$ cat src/jbc_pkg.sv
`timescale 1ns / 1ps
// ----------------------------------------------------------------------------
// jbc_pkg
// Opcodes, status codes, controller states and control structs shared by
// the bytecode execution core.
// ----------------------------------------------------------------------------
package jbc_pkg;

    localparam logic [7:0] OP_NOP       = 8'h00;
    localparam logic [7:0] OP_ICONST_M1 = 8'h02;
    localparam logic [7:0] OP_ICONST_5  = 8'h08;
    localparam logic [7:0] OP_ICONST_0  = 8'h03;
    localparam logic [7:0] OP_BIPUSH    = 8'h10;
    localparam logic [7:0] OP_SIPUSH    = 8'h11;
    localparam logic [7:0] OP_ILOAD     = 8'h15;
    localparam logic [7:0] OP_ALOAD     = 8'h19;
    localparam logic [7:0] OP_ILOAD_0   = 8'h1a;
    localparam logic [7:0] OP_ILOAD_3   = 8'h1d;
    localparam logic [7:0] OP_ALOAD_0   = 8'h2a;
    localparam logic [7:0] OP_ALOAD_3   = 8'h2d;
    localparam logic [7:0] OP_ISTORE    = 8'h36;
    localparam logic [7:0] OP_ASTORE    = 8'h3a;
    localparam logic [7:0] OP_ISTORE_0  = 8'h3b;
    localparam logic [7:0] OP_ISTORE_3  = 8'h3e;
    localparam logic [7:0] OP_ASTORE_0  = 8'h4b;
    localparam logic [7:0] OP_ASTORE_3  = 8'h4e;
    localparam logic [7:0] OP_DUP       = 8'h59;
    localparam logic [7:0] OP_IADD      = 8'h60;
    localparam logic [7:0] OP_ISUB      = 8'h64;
    localparam logic [7:0] OP_IMUL      = 8'h68;
    localparam logic [7:0] OP_IDIV      = 8'h6c;
    localparam logic [7:0] OP_IREM      = 8'h70;
    localparam logic [7:0] OP_INEG      = 8'h74;
    localparam logic [7:0] OP_ISHL      = 8'h78;
    localparam logic [7:0] OP_ISHR      = 8'h7a;
    localparam logic [7:0] OP_IUSHR     = 8'h7c;
    localparam logic [7:0] OP_IAND      = 8'h7e;
    localparam logic [7:0] OP_IOR       = 8'h80;
    localparam logic [7:0] OP_IXOR      = 8'h82;
    localparam logic [7:0] OP_IINC      = 8'h84;
    localparam logic [7:0] OP_IFEQ      = 8'h99;
    localparam logic [7:0] OP_IFNE      = 8'h9a;
    localparam logic [7:0] OP_IFLT      = 8'h9b;
    localparam logic [7:0] OP_IFGE      = 8'h9c;
    localparam logic [7:0] OP_IFGT      = 8'h9d;
    localparam logic [7:0] OP_IFLE      = 8'h9e;
    localparam logic [7:0] OP_IF_ICMPEQ = 8'h9f;
    localparam logic [7:0] OP_IF_ICMPNE = 8'ha0;
    localparam logic [7:0] OP_IF_ICMPLT = 8'ha1;
    localparam logic [7:0] OP_IF_ICMPGE = 8'ha2;
    localparam logic [7:0] OP_IF_ICMPGT = 8'ha3;
    localparam logic [7:0] OP_IF_ICMPLE = 8'ha4;
    localparam logic [7:0] OP_GOTO      = 8'ha7;
    localparam logic [7:0] OP_GOTO_W    = 8'hc8;

    typedef enum logic [2:0] {
        STATUS_OK    = 3'd0,
        STATUS_UNSUP = 3'd1,
        STATUS_DIVZ  = 3'd2,
        STATUS_UNDER = 3'd3,
        STATUS_OVER  = 3'd4
    } status_t;

    typedef enum logic [1:0] {
        S_IDLE,
        S_EXEC,
        S_DIV,
        S_DONE
    } state_t;

    typedef struct packed {
        logic capture;
        logic div_start;
        logic div_step;
        logic commit;
    } ctrl_cmd_t;

    typedef struct packed {
        logic need_div;
        logic div_done;
    } ctrl_stat_t;

endpackage

$ cat src/jbc_ctrl.sv
`timescale 1ns / 1ps
// ----------------------------------------------------------------------------
// jbc_ctrl
// Sequencer: capture, execute, divide and commit of one instruction, and
// the valid flag of the result register.
// ----------------------------------------------------------------------------
module jbc_ctrl (
    input  logic               clk,
    input  logic               rst_n,
    input  logic               in_valid,
    output logic               in_ready,
    output logic               out_valid,
    input  logic               out_ready,
    output jbc_pkg::ctrl_cmd_t cmd,
    input  jbc_pkg::ctrl_stat_t stat
);
    import jbc_pkg::*;

    state_t state_reg, state_next;
    logic   out_valid_reg, out_valid_next;
    logic   slot_free;

    assign slot_free = !out_valid_reg || out_ready;

    always_comb
    begin
        state_next = state_reg;
        unique case (state_reg)
            S_IDLE:
            begin
                if (in_valid)
                begin
                    state_next = S_EXEC;
                end
            end
            S_EXEC:
            begin
                if (stat.need_div)
                begin
                    state_next = S_DIV;
                end
                else if (slot_free)
                begin
                    state_next = S_IDLE;
                end
            end
            S_DIV:
            begin
                if (stat.div_done)
                begin
                    state_next = S_DONE;
                end
            end
            S_DONE:
            begin
                if (slot_free)
                begin
                    state_next = S_IDLE;
                end
            end
            default:
            begin
                state_next = S_IDLE;
            end
        endcase
    end

    always_comb
    begin
        cmd      = '0;
        in_ready = 1'b0;
        unique case (state_reg)
            S_IDLE:
            begin
                in_ready    = 1'b1;
                cmd.capture = in_valid;
            end
            S_EXEC:
            begin
                cmd.div_start = stat.need_div;
                cmd.commit    = !stat.need_div && slot_free;
            end
            S_DIV:
            begin
                cmd.div_step = !stat.div_done;
            end
            S_DONE:
            begin
                cmd.commit = slot_free;
            end
            default:
            begin
                cmd = '0;
            end
        endcase
    end

    always_comb
    begin
        out_valid_next = out_valid_reg;
        if (cmd.commit)
        begin
            out_valid_next = 1'b1;
        end
        else if (out_ready)
        begin
            out_valid_next = 1'b0;
        end
    end

    assign out_valid = out_valid_reg;

    always_ff @(posedge clk or negedge rst_n)
    begin
        if (!rst_n)
        begin
            state_reg     <= S_IDLE;
            out_valid_reg <= 1'b0;
        end
        else
        begin
            state_reg     <= state_next;
            out_valid_reg <= out_valid_next;
        end
    end
endmodule

$ cat config.mk
export PLATFORM = sky130hd
export DESIGN_NAME = jbc_ctrl
export DESIGN_NICKNAME = d
export VERILOG_FILES = /design/src/jbc_pkg.sv /design/src/jbc_ctrl.sv
export SDC_FILE = /design/constraint.sdc
export NUM_CORES = 1
export LEC_CHECK = 0
export ABC_AREA = 1
export ABC_CLOCK_PERIOD_IN_PS = 1260
export BUFFER_PORTS_ARGS = -buffer_cell sky130_fd_sc_hd__buf_4
export CAP_MARGIN = 10
export CORE_AREA = 2 2 39 41
export DETAILED_ROUTE_END_ITERATION = 10
export DIE_AREA = 0 0 41 43
export PLACE_DENSITY = 0.43
export SYNTH_ARGS = -nofsm -noshare
export SYNTH_HDL_FRONTEND = slang
export SYNTH_SLANG_ARGS = --single-unit
$ cat constraint.sdc
create_clock -name clk -period 1.26 [get_ports clk]
set_clock_uncertainty 0.2 [all_clocks]
set_input_delay 0.189 -clock clk [delete_from_list [all_inputs] [get_ports clk]]
set_output_delay 0.189 -clock clk [all_outputs]
set_load 0.1 [all_outputs]
Yosys cells after proc, flatten, opt, wreduce, memory -nomap -nowiden
Cells that the tools add are included.
- flip-flop bits (word level): 3
- input bits: 6
- output and inout port bits: 6
- word-level logic and storage cells: 27
- reduce and logical (&&, ||, !) cells: 8
- mux-type cells: 12
- equal/unequal tests: 5
- operator list (kind ; number):
    2-bit 2-to-1 mux ; 4
    2-bit case mux with 4 select lines ; 1
    1-bit 2-to-1 mux ; 6
    2-bit == test, second input constant ; 2
    2-bit != test, second input constant ; 2
    1-bit logical NOT ; 3
    2-bit by 1-bit == test with 1-bit output, second input constant ; 1
    2-bit logical NOT ; 1
    1-bit case mux with 2 select lines ; 1
    2-bit AND reduction ; 1
    2-bit nonzero test ; 1
    1-bit logical AND ; 1
    1-bit logical OR ; 1

Longest topological paths before layout
Gate-level depths: netlist of run 1.
- depth after elaboration: 5
- mapped depth: 5
- mapped depth without buffers: 5

Least setup slack after synthesis of run 1
No wires, ideal clock.
- path kind: flip-flop to output port
- start: reg state_reg[0]
- end: out cmd[3] in the netlist's numbering
- setup slack: -1.620 ns
- buffers on the path: 0
- required time: 0.871 ns
- stages on the path, launching flop included: 2
- arrival time: 2.491 ns
- cell sequence: dfrtp_1 > nor3_1
- RTL lines (item ; RTL line ; text):
    start: declaration ; jbc_ctrl.sv:19 ; state_t state_reg, state_next;
    start signal: assignment ; jbc_ctrl.sv:122 ; state_reg <= state_next;
    end: declaration ; jbc_ctrl.sv:14 ; output jbc_pkg::ctrl_cmd_t cmd,

Worst setup path in the final report of run 1
- start: reg state_reg[1]
- end: out in_ready
- word-level cells in the longest chain between the ends: 2
- RTL lines (item ; RTL line ; text):
    2-bit logical NOT ; jbc_ctrl.sv:72 ; unique case (state_reg)
    1-bit 2-to-1 mux ; jbc_ctrl.sv:72 ;
    end: declaration ; jbc_ctrl.sv:11 ; output logic in_ready,
Every way passes these cells.

==> impl_metrics.env, run 1 <==
export IMPL_outcome="finished, violations left"
export IMPL_violations="setup timing"
export IMPL_antenna_found_initial=0
export IMPL_r2r_slack_ns=-0.05
export IMPL_dpl_hpwl_um=369
export IMPL_worst_ep_arrival_time_ns=1.15
export IMPL_drive_gt1_frac=0.720
export IMPL_hp_class="primary input to flip-flop"
export IMPL_cp_end_kind="output port"
export IMPL_fp_dieH_um=43
export IMPL_clk_path_buf_depth=2
export IMPL_grtUsageTotal=0.0813
export IMPL_synthArstFlopShare=1.00
export IMPL_clk_pin_slew_ns=0.04
export IMPL_maxSlewHeadroom=0.885
export IMPL_synth_edf_count=0
export IMPL_synth_top_cells_by_area="dfrtp_1 (42%), inv_1 (17%), nand2_1 (15%), nor2_1 (8.4%), nand3_2 (5.6%)"
export IMPL_cp_required_ns=0.87
export IMPL_cts_sinks=3
export IMPL_num_fill_cells=138
export IMPL_finalCriticalPeriod_ns=1.54
export IMPL_cts_buffers=3
export IMPL_first_pass_iters=1
export IMPL_avgViaCountPerCell=3.71
export IMPL_num_rows=14
export IMPL_die_w_um=41
export IMPL_avgRoutedWirePerCell_um=7.89
export IMPL_hold_ws_ns=0.0543
export IMPL_critPathBufInv=2
export IMPL_drv_cap=0
export IMPL_slowest_stage="dfrtp_2"
export IMPL_route_vias_total=245
export IMPL_critical_path_top_delay_family="flip-flops"
export IMPL_ys_ff_latch=3
export IMPL_drc=0
export IMPL_largest_reg_flops=2
export IMPL_dieArea_um2=1760
export IMPL_netlist_instances=27
export IMPL_drt_iter0_drc=0
export IMPL_start_util=0.129
export IMPL_hold_viol=0
export IMPL_syn2layout_area_growth_pct=189
export IMPL_grt_setup_unrepaired="yes"
export IMPL_cp_slowest_stage_delay_ns=0.46
export IMPL_fmax_mhz=648
export IMPL_synth_fp_nets=33
export IMPL_nets=57
export IMPL_worst_pin_slew_ns=0.172
export IMPL_cts_root_buf="clkbuf_4"
export IMPL_cp_max_fo=5
export IMPL_yosysSeqAreaShare=0.420
export IMPL_ctsHtreeMaxLevel=1
export IMPL_syn_area_um2=179
export IMPL_antenna_diode_count=0
export IMPL_synth_largest_area_cell="dfrtp_1"
export IMPL_clock_latency_ns=0.23
export IMPL_fin_crit_sh=1.22
export IMPL_grt_pass1_wl_um=834
export IMPL_synthDistinctLibCells=9
export IMPL_yosysWarnings=0
export IMPL_final_core_util=0.373
export IMPL_setup_violations_final=7
export IMPL_grt_pass1_vias=216
export IMPL_cts_tree="yes"
export IMPL_core_um2=1380
export IMPL_ys_flop_type="dfrtp_1"
export IMPL_slew_viol_final=0
export IMPL_grt_max_degree=6
export IMPL_portBuffers=11
export IMPL_overflow=0
export IMPL_yosysMostFrequentCell="inv_1"
export IMPL_synth_avg_cell_area_um2=6.63
export IMPL_synth_common_cells="inv_1 (8), nand2_1 (7), nor2_1 (4)"
export IMPL_io_pins=12
export IMPL_start_kind="flip-flop"
export IMPL_routed_wl_um=521
export IMPL_antenna_left=0
export IMPL_setup_ws_ns=-0.282
export IMPL_yosys_area_top_type_share=0.420
export IMPL_crit_type="flip-flop to output port"
export IMPL_crit_chain="buf_6 > nor2_4 > buf_12"
export IMPL_place_congestion=0.694
==> per-stage QoR <==
step	cell area [um^2]	cells	worst slack (ns)	TNS, ns
2_1_floorplan	236	27	-0.369	-1.19
3_3_place_gp	349	57	-0.121	-0.522
3_5_place_dp	349	57	-0.129	-0.530
4_1_cts	487	64	-0.289	-1.43
5_1_grt	517	66	-0.325	-1.68
6_report	517	66	-0.282	-1.38
==> worst reg2reg max path: stages, from the launching register on <==
cell and delay, ns:
dfrtp_2 0.46, buf_6 0.15, nor2_4 0.13, buf_4 0.12
nand2_1 0.04, nand2_1 0.06, nor2_1 0.04
==> area by class of cell <==
class	count	area [um^2]	share of cell area
Multi-Input combinational cell	15	113	0.218
Inverter	8	37.5	0.0726
Clock buffer	4	26.3	0.0508
Tap cell	16	20.0	0.0387
Sequential cell	3	81.3	0.157
Timing Repair Buffer	20	239	0.462
==> placed cells by master (no fill, tap or decap), drive strengths merged <==
cell type,n
buf,19
nand3,2
clkbuf,4
clkinvlp,2
nand2,7
nor2,4
dfrtp,3
o21ai,1
dlygate4sd3,1
inv,6
nor3,1
==> worst paths after layout <==
kind                         startpoint      endpoint  cells past startpoint
setup / recovery           state_reg[1]      in_ready                      3
hold / removal                out_ready     out_valid                      4
setup reg to reg           state_reg[1]  state_reg[0]                      6
hold reg to reg               out_valid     out_valid                      2
max in group asynchronous         rst_n     out_valid                      2
min in group asynchronous         rst_n     out_valid                      2
==> what timing repair did <==
action,in CTS,in global routing
endpoints found under the hold margin,3,0
gates cloned,0,0
buffers inserted,2,2
resized for setup,20,5
hold buffers,1,0
endpoints found under the setup margin,6,6
pin swaps,1,1
==> layer usage <==
metal,vias to the layer above,routed length (um),track usage
met5,-,0,0
met4,0,12,0.0800
li1,123,-,-
met1,107,211,0.0772
met3,2,46,0.0681
met2,13,250,0.100
==> kinds of logic after synthesis <==
kind of cell,after synthesis,synth area share
compound gates,1,0.0279
buf+inv,9,0.210
flops,3,0.420
simple gates,14,0.343
Power of run 1 is not shown: default switching activity piles up to over one toggle a cycle in this logic, so the estimate is an artifact.
==> inputs of run 2 (changes only) <==
- BUFFER_PORTS_ARGS: -buffer_cell sky130_fd_sc_hd__buf_4 -> unset
- DONT_BUFFER_PORTS: unset -> 1
- PLACE_DENSITY: 0.43 -> 0.35
==> run 2 against run 1 <==
- the run still ends with setup timing left
- sequential share of layout area is 1.5 points higher
- clock-buffer cell count stayed put
- non-clock buffer count is 7 lower
- final cell count is 11% lower
- global-route usage is 0.28 points lower
- critical path type unchanged
- critical endpoint is now cmd[3]
- highest routed layer is now met3
==> impl_metrics.env, run 2 (synthesis gave the netlist of run 1 again) <==
export IMPL_layout_commonest_cell="buf_12"
export IMPL_start_kind="flip-flop"
export IMPL_drc=0
export IMPL_routed_wl_um=496
export IMPL_io_pins=12
export IMPL_worst_ep_arrival_time_ns=1.16
export IMPL_fin_crit_sh=1.23
export IMPL_nets=50
export IMPL_ctsHtreeMaxLevel=1
export IMPL_clk_path_buf_depth=2
export IMPL_grt_pass1_vias=219
export IMPL_outcome="finished, violations left"
export IMPL_grt_setup_unrepaired="yes"
export IMPL_route_vias_total=217
export IMPL_clk_pin_slew_ns=0.04
export IMPL_cp_max_fo=4
export IMPL_grt_pass1_wl_um=800
export IMPL_antenna_found_initial=0
export IMPL_dieArea_um2=1760
export IMPL_cts_sinks=3
export IMPL_syn2layout_area_growth_pct=163
export IMPL_antenna_left=0
export IMPL_cp_end_kind="output port"
export IMPL_start_util=0.129
export IMPL_clock_latency_ns=0.23
export IMPL_grt_max_degree=7
export IMPL_drv_cap=0
export IMPL_slew_viol_final=0
export IMPL_fp_dieH_um=43
export IMPL_finalCriticalPeriod_ns=1.55
export IMPL_violations="setup timing"
export IMPL_largest_reg_flops=2
export IMPL_grtUsageTotal=0.0785
export IMPL_portBuffers=0
export IMPL_first_pass_iters=1
export IMPL_cts_root_buf="clkbuf_4"
export IMPL_drt_iter0_drc=0
export IMPL_num_rows=14
export IMPL_hp_class="primary input to flip-flop"
export IMPL_die_w_um=41
export IMPL_post_dp_cell_area_um2=379
export IMPL_hold_viol=0
export IMPL_worst_pin_slew_ns=0.210
export IMPL_avgRoutedWirePerCell_um=8.41
export IMPL_startpoint="state_reg[0]"
export IMPL_hold_start="out_ready"
export IMPL_maxSlewHeadroom=0.860
export IMPL_avgViaCountPerCell=3.68
export IMPL_preCtsSetupSlack_ns=-0.0550
export IMPL_crit_type="flip-flop to output port"
export IMPL_overflow=0
export IMPL_place_congestion=0.695
export IMPL_final_cell_mix="buf_12 (7), inv_1 (5), nand2_1 (5)"
export IMPL_setup_ws_ns=-0.287
export IMPL_regToRegStartpoint="state_reg[0]"
export IMPL_design_area_um2=470
export IMPL_core_um2=1380
export IMPL_cts_tree="yes"
export IMPL_drive_gt1_frac=0.651
export IMPL_antenna_diode_count=0
export IMPL_fmax_mhz=646
export IMPL_setup_violations_final=7
export IMPL_cts_buffers=3
export IMPL_dpl_hpwl_um=382
export IMPL_cp_required_ns=0.87
run 2: cell type report:
cell class                      instances  area (um^2)
Clock buffer                            4         26.3
Multi-Input combinational cell         15          115
Tap cell                               16         20.0
Timing Repair Buffer                   13          190
Inverter                                8         37.5
Fill cell                             152          913
Sequential cell                         3         81.3
run 2: routing by layer:
metal  track usage  share of wire
met4         0.100              0
met5             0              0
met2        0.0906           0.59
met3        0.0471          0.042
met1        0.0812           0.36
run 2: what timing repair did:
item | 4_1_cts | 5_1_grt
gates cloned | 0 | 0
setup endpoints to repair | 6 | 6
endpoints found under the hold margin | 4 | 0
pin swaps | 2 | 1
setup buffers | 1 | 1
hold buffers | 2 | 0
resized for setup | 5 | 3
run 2: per-stage QoR:
| step | utilization | cells | TNS (ns) | hold slack [ns] |
|---|---|---|---|---|
| floorplan | - | 27 | -1.19 | -0.307 |
| global placement | 0.274 | 51 | -0.188 | -0.306 |
| detailed placement | 0.274 | 51 | -0.197 | -0.307 |
| CTS | 0.327 | 58 | -1.43 | -0.0138 |
| global route | 0.340 | 59 | -1.74 | 0.0124 |
| finish | 0.340 | 59 | -1.37 | 0.00697 |
run 2: worst paths after layout:
kind | end | slack [ns] | depth (start not counted)
worst min register to register | out_valid | 0.41 | 2
max in group asynchronous | out_valid | 0.17 | 2
worst max-delay path | cmd[3] | -0.29 | 3
min in group asynchronous | state_reg[0] | 0.53 | 2
worst max register to register | state_reg[0] | -0.02 | 6
worst min-delay path | out_valid | 0.007 | 3
run 2: critical path, stage by stage, from the launching register on:
cell,delay [ns]
dfrtp_2,0.44
buf_12,0.14
nor3_4,0.14
buf_12,0.20
Power of run 2 is left out for the same reason.
